===== src/rtl/core/utf8_pkg.sv =====
// Package with the payload types, constants and sequencer states of the UTF-8 decoder.
package utf8_pkg;

   localparam logic [20:0] REPLACEMENT_CP = 21'h00FFFD;

   typedef struct packed {
      logic [7:0] text_byte;
      logic       final_byte;
   } req_payload_type;

   typedef struct packed {
      logic [20:0] code_point;
      logic        malformed;
      logic        run_end;
   } rsp_payload_type;

   typedef enum logic [1:0] {
      ST_IDLE,
      ST_LEAD,
      ST_CONT,
      ST_DONE
   } seq_state_type;

endpackage


===== src/rtl/core/utf8_codepoint_decoder.sv =====
// Streaming UTF-8 decoder that gives code points and U+FFFD for malformed bytes.
// An item holds the decoder through acceptance and a finishing step, one step per lead byte
// and one per continuation byte walked, and one closing check unless the walk ends on a
// short sequence; output stalls can hold it longer. req_stall is high from the cycle after
// acceptance until the last result moves to the output register. Reset is synchronous,
// active high, and clears sequencer and count.
module utf8_codepoint_decoder
   import utf8_pkg::*;
(
   input  logic            clock,
   input  logic            reset,
   input  logic            req_valid,
   output logic            req_stall,
   input  req_payload_type req_data,
   output logic            rsp_valid,
   input  logic            rsp_stall,
   output rsp_payload_type rsp_data
);

   seq_state_type   state_ff, state_in;
   logic [7:0]      q_ff [4];
   logic [7:0]      q_in [4];
   logic [2:0]      cnt_ff, cnt_in;
   logic [2:0]      m_ff, m_in;
   logic [2:0]      p_ff, p_in;
   logic [1:0]      idx_ff, idx_in;
   logic [1:0]      left_ff, left_in;
   logic            last_ff, last_in;
   logic [20:0]     cp_ff, cp_in;
   logic            hold_valid_ff, hold_valid_in;
   logic [20:0]     hold_cp_ff, hold_cp_in;
   logic            hold_bad_ff, hold_bad_in;
   logic            rsp_valid_ff, rsp_valid_in;
   rsp_payload_type rsp_data_ff, rsp_data_in;

   // Shared byte decoder signals.
   logic [7:0]  b0;
   logic [7:0]  bc;
   logic        is_ascii;
   logic        is_lead;
   logic [1:0]  extra;
   logic [20:0] lead_bits;
   logic        too_short;
   logic        cont_ok;
   logic        at_end;
   logic        req_acc;
   logic        out_free;
   logic        can_emit;
   logic        emit_req;
   logic        emit_fire;
   logic [20:0] emit_cp;
   logic        emit_bad;

   assign req_acc  = req_valid && !req_stall;
   assign out_free = !rsp_valid_ff || !rsp_stall;
   assign can_emit = !hold_valid_ff || out_free;
   assign at_end   = (p_ff == m_ff);

   always_comb begin
      b0 = q_ff[p_ff[1:0]];
      bc = q_ff[idx_ff];
      is_ascii  = !b0[7];
      is_lead   = 1'b1;
      extra     = 2'd1;
      lead_bits = '0;
      priority if (b0[7:5] == 3'b110) begin
         extra     = 2'd1;
         lead_bits = {16'd0, b0[4:0]};
      end else if (b0[7:4] == 4'b1110) begin
         extra     = 2'd2;
         lead_bits = {17'd0, b0[3:0]};
      end else if (b0[7:3] == 5'b11110) begin
         extra     = 2'd3;
         lead_bits = {18'd0, b0[2:0]};
      end else begin
         is_lead = 1'b0;
      end
      too_short = ({1'b0, p_ff} + 4'd1 + {2'b00, extra}) > {1'b0, m_ff};
      cont_ok   = (bc[7:6] == 2'b10);
   end

   // Result requests from the current sequencer step.
   always_comb begin
      emit_req = 1'b0;
      emit_cp  = REPLACEMENT_CP;
      emit_bad = 1'b1;
      unique case (state_ff)
         ST_LEAD: begin
            if (!at_end) begin
               if (is_ascii) begin
                  emit_req = 1'b1;
                  emit_cp  = {13'd0, b0};
                  emit_bad = 1'b0;
               end else if (!is_lead) begin
                  emit_req = 1'b1;
               end else if (too_short && last_ff) begin
                  emit_req = 1'b1;
               end
            end
         end
         ST_CONT: begin
            if (!cont_ok) begin
               emit_req = 1'b1;
            end else if (left_ff == 2'd1) begin
               emit_req = 1'b1;
               emit_cp  = {cp_ff[14:0], bc[5:0]};
               emit_bad = 1'b0;
            end
         end
         default: begin
            emit_req = 1'b0;
         end
      endcase
      emit_fire = emit_req && can_emit;
   end

   // Next state.
   always_comb begin
      state_in = state_ff;
      unique case (state_ff)
         ST_IDLE: begin
            if (req_acc) state_in = ST_LEAD;
         end
         ST_LEAD: begin
            if (at_end) begin
               state_in = ST_DONE;
            end else if (is_ascii || !is_lead) begin
               state_in = ST_LEAD;
            end else if (too_short) begin
               if (!last_ff || can_emit) state_in = ST_DONE;
            end else begin
               state_in = ST_CONT;
            end
         end
         ST_CONT: begin
            if (emit_fire) state_in = ST_LEAD;
         end
         ST_DONE: begin
            if (!hold_valid_ff || out_free) state_in = ST_IDLE;
         end
         default: state_in = ST_IDLE;
      endcase
   end

   // Datapath and output register updates.
   always_comb begin
      q_in          = q_ff;
      cnt_in        = cnt_ff;
      m_in          = m_ff;
      p_in          = p_ff;
      idx_in        = idx_ff;
      left_in       = left_ff;
      last_in       = last_ff;
      cp_in         = cp_ff;
      hold_valid_in = hold_valid_ff;
      hold_cp_in    = hold_cp_ff;
      hold_bad_in   = hold_bad_ff;
      rsp_valid_in  = rsp_valid_ff && rsp_stall;
      rsp_data_in   = rsp_data_ff;

      if (emit_fire) begin
         if (hold_valid_ff) begin
            rsp_valid_in = 1'b1;
            rsp_data_in  = '{code_point: hold_cp_ff, malformed: hold_bad_ff, run_end: 1'b0};
         end
         hold_valid_in = 1'b1;
         hold_cp_in    = emit_cp;
         hold_bad_in   = emit_bad;
      end

      unique case (state_ff)
         ST_IDLE: begin
            if (req_acc) begin
               q_in[cnt_ff[1:0]] = req_data.text_byte;
               m_in    = cnt_ff + 3'd1;
               p_in    = '0;
               last_in = req_data.final_byte;
               cnt_in  = '0;
            end
         end
         ST_LEAD: begin
            if (!at_end) begin
               if (is_ascii || !is_lead) begin
                  if (emit_fire) p_in = p_ff + 3'd1;
               end else if (too_short) begin
                  if (!last_ff) begin
                     // Keep the unfinished sequence at the front for the next item.
                     for (int i = 0; i < 4; i++) begin
                        q_in[i] = q_ff[2'(i) + p_ff[1:0]];
                     end
                     cnt_in = m_ff - p_ff;
                     p_in   = m_ff;
                  end else if (emit_fire) begin
                     p_in = m_ff;
                  end
               end else begin
                  cp_in   = lead_bits;
                  idx_in  = p_ff[1:0] + 2'd1;
                  left_in = extra;
               end
            end
         end
         ST_CONT: begin
            if (!cont_ok) begin
               // Restart at the byte after the lead so buffered bytes replay.
               if (emit_fire) p_in = p_ff + 3'd1;
            end else if (left_ff == 2'd1) begin
               if (emit_fire) p_in = {1'b0, idx_ff} + 3'd1;
            end else begin
               cp_in   = {cp_ff[14:0], bc[5:0]};
               idx_in  = idx_ff + 2'd1;
               left_in = left_ff - 2'd1;
            end
         end
         ST_DONE: begin
            if (hold_valid_ff && out_free) begin
               rsp_valid_in  = 1'b1;
               rsp_data_in   = '{code_point: hold_cp_ff, malformed: hold_bad_ff, run_end: 1'b1};
               hold_valid_in = 1'b0;
            end
         end
         default: begin
            p_in = p_ff;
         end
      endcase
   end

   always_ff @(posedge clock) begin
      if (reset) begin
         state_ff      <= ST_IDLE;
         cnt_ff        <= '0;
         hold_valid_ff <= 1'b0;
         rsp_valid_ff  <= 1'b0;
      end else begin
         state_ff      <= state_in;
         cnt_ff        <= cnt_in;
         hold_valid_ff <= hold_valid_in;
         rsp_valid_ff  <= rsp_valid_in;
      end
   end

   always_ff @(posedge clock) begin
      q_ff        <= q_in;
      m_ff        <= m_in;
      p_ff        <= p_in;
      idx_ff      <= idx_in;
      left_ff     <= left_in;
      last_ff     <= last_in;
      cp_ff       <= cp_in;
      hold_cp_ff  <= hold_cp_in;
      hold_bad_ff <= hold_bad_in;
      rsp_data_ff <= rsp_data_in;
   end

   assign req_stall = (state_ff != ST_IDLE);
   assign rsp_valid = rsp_valid_ff;
   assign rsp_data  = rsp_data_ff;

   a_idle_no_held_result: assert property (@(posedge clock) disable iff (reset)
      state_ff == ST_IDLE |-> !hold_valid_ff)
      else $error("held result left behind when the item finished");

   a_buffer_count_range: assert property (@(posedge clock) disable iff (reset)
      cnt_ff <= 3'd3)
      else $error("buffered byte count out of range");

   a_position_in_queue: assert property (@(posedge clock) disable iff (reset)
      (state_ff == ST_LEAD || state_ff == ST_CONT) |-> p_ff <= m_ff && m_ff <= 3'd4)
      else $error("decode position beyond the queued bytes");

   a_emit_needs_room: assert property (@(posedge clock) disable iff (reset)
      (emit_fire && hold_valid_ff) |=> rsp_valid_ff)
      else $error("held result dropped instead of moved to the output");

endmodule


===== config.mk =====
export PLATFORM = sky130hd
export DESIGN_NAME = utf8_codepoint_decoder
export DESIGN_NICKNAME = d
export VERILOG_FILES = /design/src/rtl/core/utf8_pkg.sv /design/src/rtl/core/utf8_codepoint_decoder.sv
export SDC_FILE = /design/constraint.sdc
export NUM_CORES = 1
export LEC_CHECK = 0
export BUFFER_PORTS_ARGS = -buffer_cell sky130_fd_sc_hd__buf_2
export CORE_UTILIZATION = 25
export DETAILED_ROUTE_END_ITERATION = 7
export PLACE_DENSITY_LB_ADDON = 0.05
export SETUP_SLACK_MARGIN = 0.2
export SLEW_MARGIN = 25
export SYNTH_ARGS = -nofsm -noshare
export SYNTH_HDL_FRONTEND = slang
export SYNTH_SLANG_ARGS = --single-unit

===== constraint.sdc =====
create_clock -name clock -period 11.25 [get_ports clock]
set_input_delay 2.25 -clock clock [delete_from_list [all_inputs] [get_ports clock]]
set_output_delay 2.25 -clock clock [all_outputs]
set_load 0.01 [all_outputs]

======== Word level (Yosys, flattened, before mapping) ========
Cells that the tools add are included.
Widths: inputs -> output; s select.
word-level totals
  output and inout port bits .............. 25
  input port bits ......................... 13
  register bits after elaboration ......... 110
operators by class
  add/subtract/negate cells ............... 11
  equal/unequal tests ..................... 24
  bitwise gates (word level) .............. 6
  order comparisons ....................... 8
  muxes and demuxes ....................... 103
  reduce and logical (&&, ||, !) cells .... 27
operator list
  cell                number
  $mux 32             5
  $mux 23             4
  $mux 8              11
  $bmux 8 s2          5
  $mux 15             5
  $pmux 32 s2         1
  $mux 3              15
  $mux 21             2
  $pmux 21 s2         1
  $mux 2              20
  $bwmux 32           1
  $mux 16             2
  $pmux 15 s2         1
  $mux 1              20
  $ne 2x2->1 const B  10
  $ge 3x3->1 const B  6
  $not 2->3           6
  $demux 8 s2         1
  $reduce_and 6->1    2
  $ne 3x3->1 const B  3
  $pmux 3 s3          1
  $pmux 2 s2          2
  $pmux 2 s4          1
  $logic_not 1->1     7
  other kinds (30)    47

======== Depth between registers and ports, before layout ========
  depth in word-level cells ............... 23
  depth in mapped cells ................... 17
  gate-level depth less buffers ........... 15

======== Worst setup path before layout ========
No wires, ideal clock.
  path kind ............................... register to register
  start ................................... reg p_ff[0]
  end ..................................... reg p_ff[0], enable pin
  path buffers ............................ 3
  stages on the path, launching flop included .. 16
  arrival time ............................ 4647 ps
  required time ........................... 10867 ps
  slack ................................... 6220 ps
  path through ............................ edfxtp_1 > buf_6 > buf_1 > clkbuf_1 > inv_1 > ha_1 > fa_1 > xnor2_1 > ha_1 > nand2_1 > o21ai_0 > a22o_1 > a21oi_4 > o22ai_2 > a21oi_1 > a2111oi_0
between the ends
  cells in the longest elaborated chain, start to end .. 19
  elaborated cells on any way between the ends .. 32
  those cells by class .................... 2 x add/sub; 1 x order compare; 8 x eq/ne; 14 x mux; 1 x bitwise; 6 x reduce/logical
RTL lines
  what                                                line                           RTL
  start, declared                                     utf8_codepoint_decoder.sv:25   logic [2:0] p_ff, p_in;
  start signal, assigned                              utf8_codepoint_decoder.sv:245  p_ff <= p_in;
  $not 2->3 (not written as such)                     utf8_codepoint_decoder.sv:60   b0 = q_ff[p_ff[1:0]];
  $bmux 8 s2                                          utf8_codepoint_decoder.sv:60
  $mux 8 (not written as such) (2 in a row)           utf8_codepoint_decoder.sv:60
  $eq 5x5->1                                          utf8_codepoint_decoder.sv:72   end else if (b0[7:3] == 5'b11110) begin
  $mux 2                                              utf8_codepoint_decoder.sv:72
  $mux 2                                              utf8_codepoint_decoder.sv:69   end else if (b0[7:4] == 4'b1110) begin
  $mux 2                                              utf8_codepoint_decoder.sv:66   priority if (b0[7:5] == 3'b110) begin
  $add 4x2->4                                         utf8_codepoint_decoder.sv:78   too_short = ({1'b0, p_ff} + 4'd1 + {2'b00, extra}) > {1'b0, m_ff};
  [2 not listed]                                      -
  $mux 1                                              utf8_codepoint_decoder.sv:96   end else if (too_short && last_ff) begin
  $mux 1                                              utf8_codepoint_decoder.sv:94   end else if (!is_lead) begin
  $mux 1                                              utf8_codepoint_decoder.sv:90   if (is_ascii) begin
  $mux 1                                              utf8_codepoint_decoder.sv:89   if (!at_end) begin
  $pmux 1 s2                                          utf8_codepoint_decoder.sv:87   unique case (state_ff)
  $logic_and 1x1->1                                   utf8_codepoint_decoder.sv:114  emit_fire = emit_req && can_emit;
  $ne 4x4->1 (no line) or $ne 3x3->1 (tied branches)  -
  $reduce_and 7->1 (no line) *                        -
Every way passes the cells marked *; elsewhere a longest branch is shown, timed or not. The select of a mux whose other input is x is not followed.
A chain may end at the register's enable or synchronous reset.

======== Worst setup path in the final report ========
Ends and elaborated chain as after synthesis.

==> impl_metrics.py <==
metrics = {
    "run_status": {
        "status": "finished clean",
    },
    "cells_and_area": {
        "fillerInstances": 2406,
        "final_area_sq_um": 6950,
        "regArea_sq_um": 3000,
        "syn_to_final_growth_pct": 13.5,
        "instances_no_fill": 820,
        "diodes": 0,
        "final_layout_size_suffix_gt1_frac": 0.261,
        "final_common_cell": "edfxtp_1",
        "multi_input_area_sq_um": 2910,
        "final_cell_mix": "80 x edfxtp_1, 55 x nand2_1, 39 x mux4_2, 37 x buf_2, 30 x dfxtp_1",
        "num-nets-final": 530,
    },
    "timing": {
        "tns_ns": 0,
        "period_needed_ns": 5.36,
        "holdWs_ns": 0.458,
        "skew_ns": 0.0117,
        "finalHoldViolations": 0,
        "fmax_mhz": 186,
        "drv_slew": 0,
        "rsz0062_at_grt": "false",
        "max-slew-margin-rel": 0.484,
        "finalSetupViolCount": 0,
        "max_slew.worst_pin.slew_ns": 0.771,
        "post-route-period-util": 0.477,
    },
    "route": {
        "dr.pass1.iters": 4,
        "via_count": 3927,
        "detail-route-antenna-nets": 0,
        "vias_per_cell": 4.79,
        "wirelength_microns": 16000,
        "wl_per_cell_microns": 19.5,
        "drt_iter0_drc": 278,
        "drcViolationCount": 0,
    },
    "logic_synthesis": {
        "synth-edff-count": 80,
        "synth_top_flop_cell": "edfxtp_1",
        "synth_adder_area_share": 0.0454,
        "synth_simple_gate_area_frac": 0.113,
        "ys_ff_latch": 110,
        "yosysSeqAreaShare": 0.491,
        "ys_warn_count": 0,
        "synth_top_family_by_area": "multiplexers",
        "synth-xor-area-share": 0.00572,
        "synthMuxAreaShare": 0.208,
        "synthArstFlopShare": 0,
        "syn_area_per_cell_sq_um": 13.0,
        "synth.cell_area_sq_um": 6120,
        "synthDistinctLibCells": 54,
        "syn-num-nets": 506,
        "synth-compound-area-share": 0.101,
        "syn_inst": 472,
    },
    "critical_path": {
        "start_kind": "flip-flop",
        "arrival_ns": 5.36,
        "path_class": "flip-flop to flip-flop",
        "crit_path_max_fanout": 37,
        "worst_path_max_delay_cell": "a2111oi_1",
        "path_cells": "buf_4 > mux4_2 > nand2_1 > inv_1 > and3_1 > ha_1 > fa_1 > xnor2_1 > ha_1 > nand2_1 > o21ai_0 > a22o_1 > a21oi_4 > o22ai_2 > buf_4 > a21oi_1 > a2111oi_1",
        "cp.required_ns": 11.25,
        "worstSetupEndpointType": "flip-flop",
        "slowest_delay_ns": 0.71,
    },
    "clock_network": {
        "clk_path_buf_depth": 2,
        "clock_tree.root_cell": "clkbuf_16",
        "cts_buffers": 9,
        "insertion_delay_ns": 0.36,
        "clock_sinks": 110,
        "hold_buffers": 0,
        "cts.repair.resized": 0,
        "postCtsSetupBuffers": 0,
        "clk_pin_slew_ns": 0.08,
        "ctsHtreeMaxLevel": 3,
        "cts_tree": "built",
    },
    "grt": {
        "grt_pass1_vias": 4052,
        "grt_pass1_wl_microns": 24800,
        "overflow": 0,
        "grt_max_degree": 57,
        "track_usage": 0.136,
        "antenna_found_initial": 0,
    },
    "die": {
        "die_w_microns": 158,
        "rows": 56,
        "initial_utilization": 0.258,
        "core_area_sq_um": 23800,
        "io_pins": 38,
        "die_area_sq_um": 25100,
        "die_h_microns": 158,
    },
    "placed_design": {
        "placed_area_sq_um": 6620,
        "hpwl_microns": 10700,
        "place_congestion": 0.740,
        "io_buffers": 37,
        "dp_cells": 804,
    },
    "pwr": {
        "p_leak_nw": 2.56,
        "vdd_drop_max_v": 0.0000866,
        "p_total_mw": 2.32,
        "powerDensity_nw_per_um2": 334,
    },
    "run": {
        "maxCapViolCount": 0,
    },
    "worst_hold_path": {
        "hp-class": "flip-flop to flip-flop",
    },
}
path summary, 6_finish.rpt:
kind	startpoint	to	slack, ns	cells after the start
worst max-delay path	p_ff[0]	p_ff[0]	5.89	17
worst min-delay path	hold_bad_ff	rsp_data[1]	0.46	1
worst max register to register	p_ff[0]	p_ff[0]	5.89	17
worst min register to register	hold_bad_ff	rsp_data[1]	0.46	1
where the power goes:
part	internal, mW	switching, mW	leakage [nW]	total, mW
Sequential	0.694	0.125	0.995	0.819
Combinational	0.503	0.642	1.41	1.14
Clock	0.181	0.178	0.159	0.359
Total	1.38	0.945	2.56	2.32
critical path, delay by kind of cell, from the launching register on:
kind / cells / cell delay, ns
buffers and inverters: 3 / 0.96
muxes: 1 / 0.64
adders and majority gates: 3 / 0.92
and+or+nand+nor: 3 / 0.43
AOI/OAI and AO/OA: 6 / 1.55
DFF: 1 / 0.33
xor gates and xnor gates: 1 / 0.15
cells in the mapped netlist (all sizes together) (3+ instances only):
master	instances	area (sq um)
a211oi	4	30.0
mux2	24	345
mux4	39	878
o21ai	13	68.8
nor2	12	45.0
and3	4	25.0
nor2b	12	75.1
dfxtp	30	601
buf	14	83.8
o21a	4	30.0
a21oi	8	51.3
mux2i	5	50.1
ha	19	238
inv	21	78.8
and2	16	100
o31ai	3	22.5
edfxtp	80	2400
nand3	14	70.1
a22o	23	201
nand2	55	206
xnor2	3	26.3
clkbuf	17	63.8
nand2b	17	106
routing by layer:
metal / global-route usage / up-vias / part of all wire
met5: 0 / - / 0
met4: 0.0462 / 0 / 0.014
li1: - / 1837 / -
met3: 0.0201 / 15 / 0.027
met2: 0.209 / 80 / 0.46
met1: 0.194 / 1995 / 0.50
cell families (layout without fill, tap and decap cells):
kind of cell	count (synthesis)	count (layout)
adders and majority gates	21	21
buffers and inverters	52	81
xor gates and xnor gates	4	4
and+or+nand+nor	139	139
DFF	110	110
AOI/OAI and AO/OA	78	78
muxes	68	68
layout make-up:
type                    count  area share
inverters                  21      0.0113
clock inverters             7      0.0140
multi-input cells         310       0.418
flip-flops and latches    110       0.432
clock buffers               9      0.0324
repair buffers             44      0.0342
well taps                 319      0.0575
metrics by stage:
| stage | util | setup slack, ns |
|---|---|---|
| finish | 0.292 | 5.89 |
| CTS | 0.292 | 5.65 |
| global route | 0.292 | 5.47 |
| floorplan | - | 6.22 |
| global placement | 0.278 | 5.87 |
| detailed placement | 0.278 | 5.68 |
state kept, by name (all words and copies together) (netlist names):
register / cells
cnt_ff: 3
last_ff: 1
cp_ff: 15
m_ff: 3
hold_valid_ff: 1
idx_ff: 2
q_ff: 32
hold_cp_ff: 21
rsp_valid: 1
hold_bad_ff: 1
left_ff: 2
rsp_data: 23
state_ff: 2
p_ff: 3
Power figures use the tool's default switching activity.
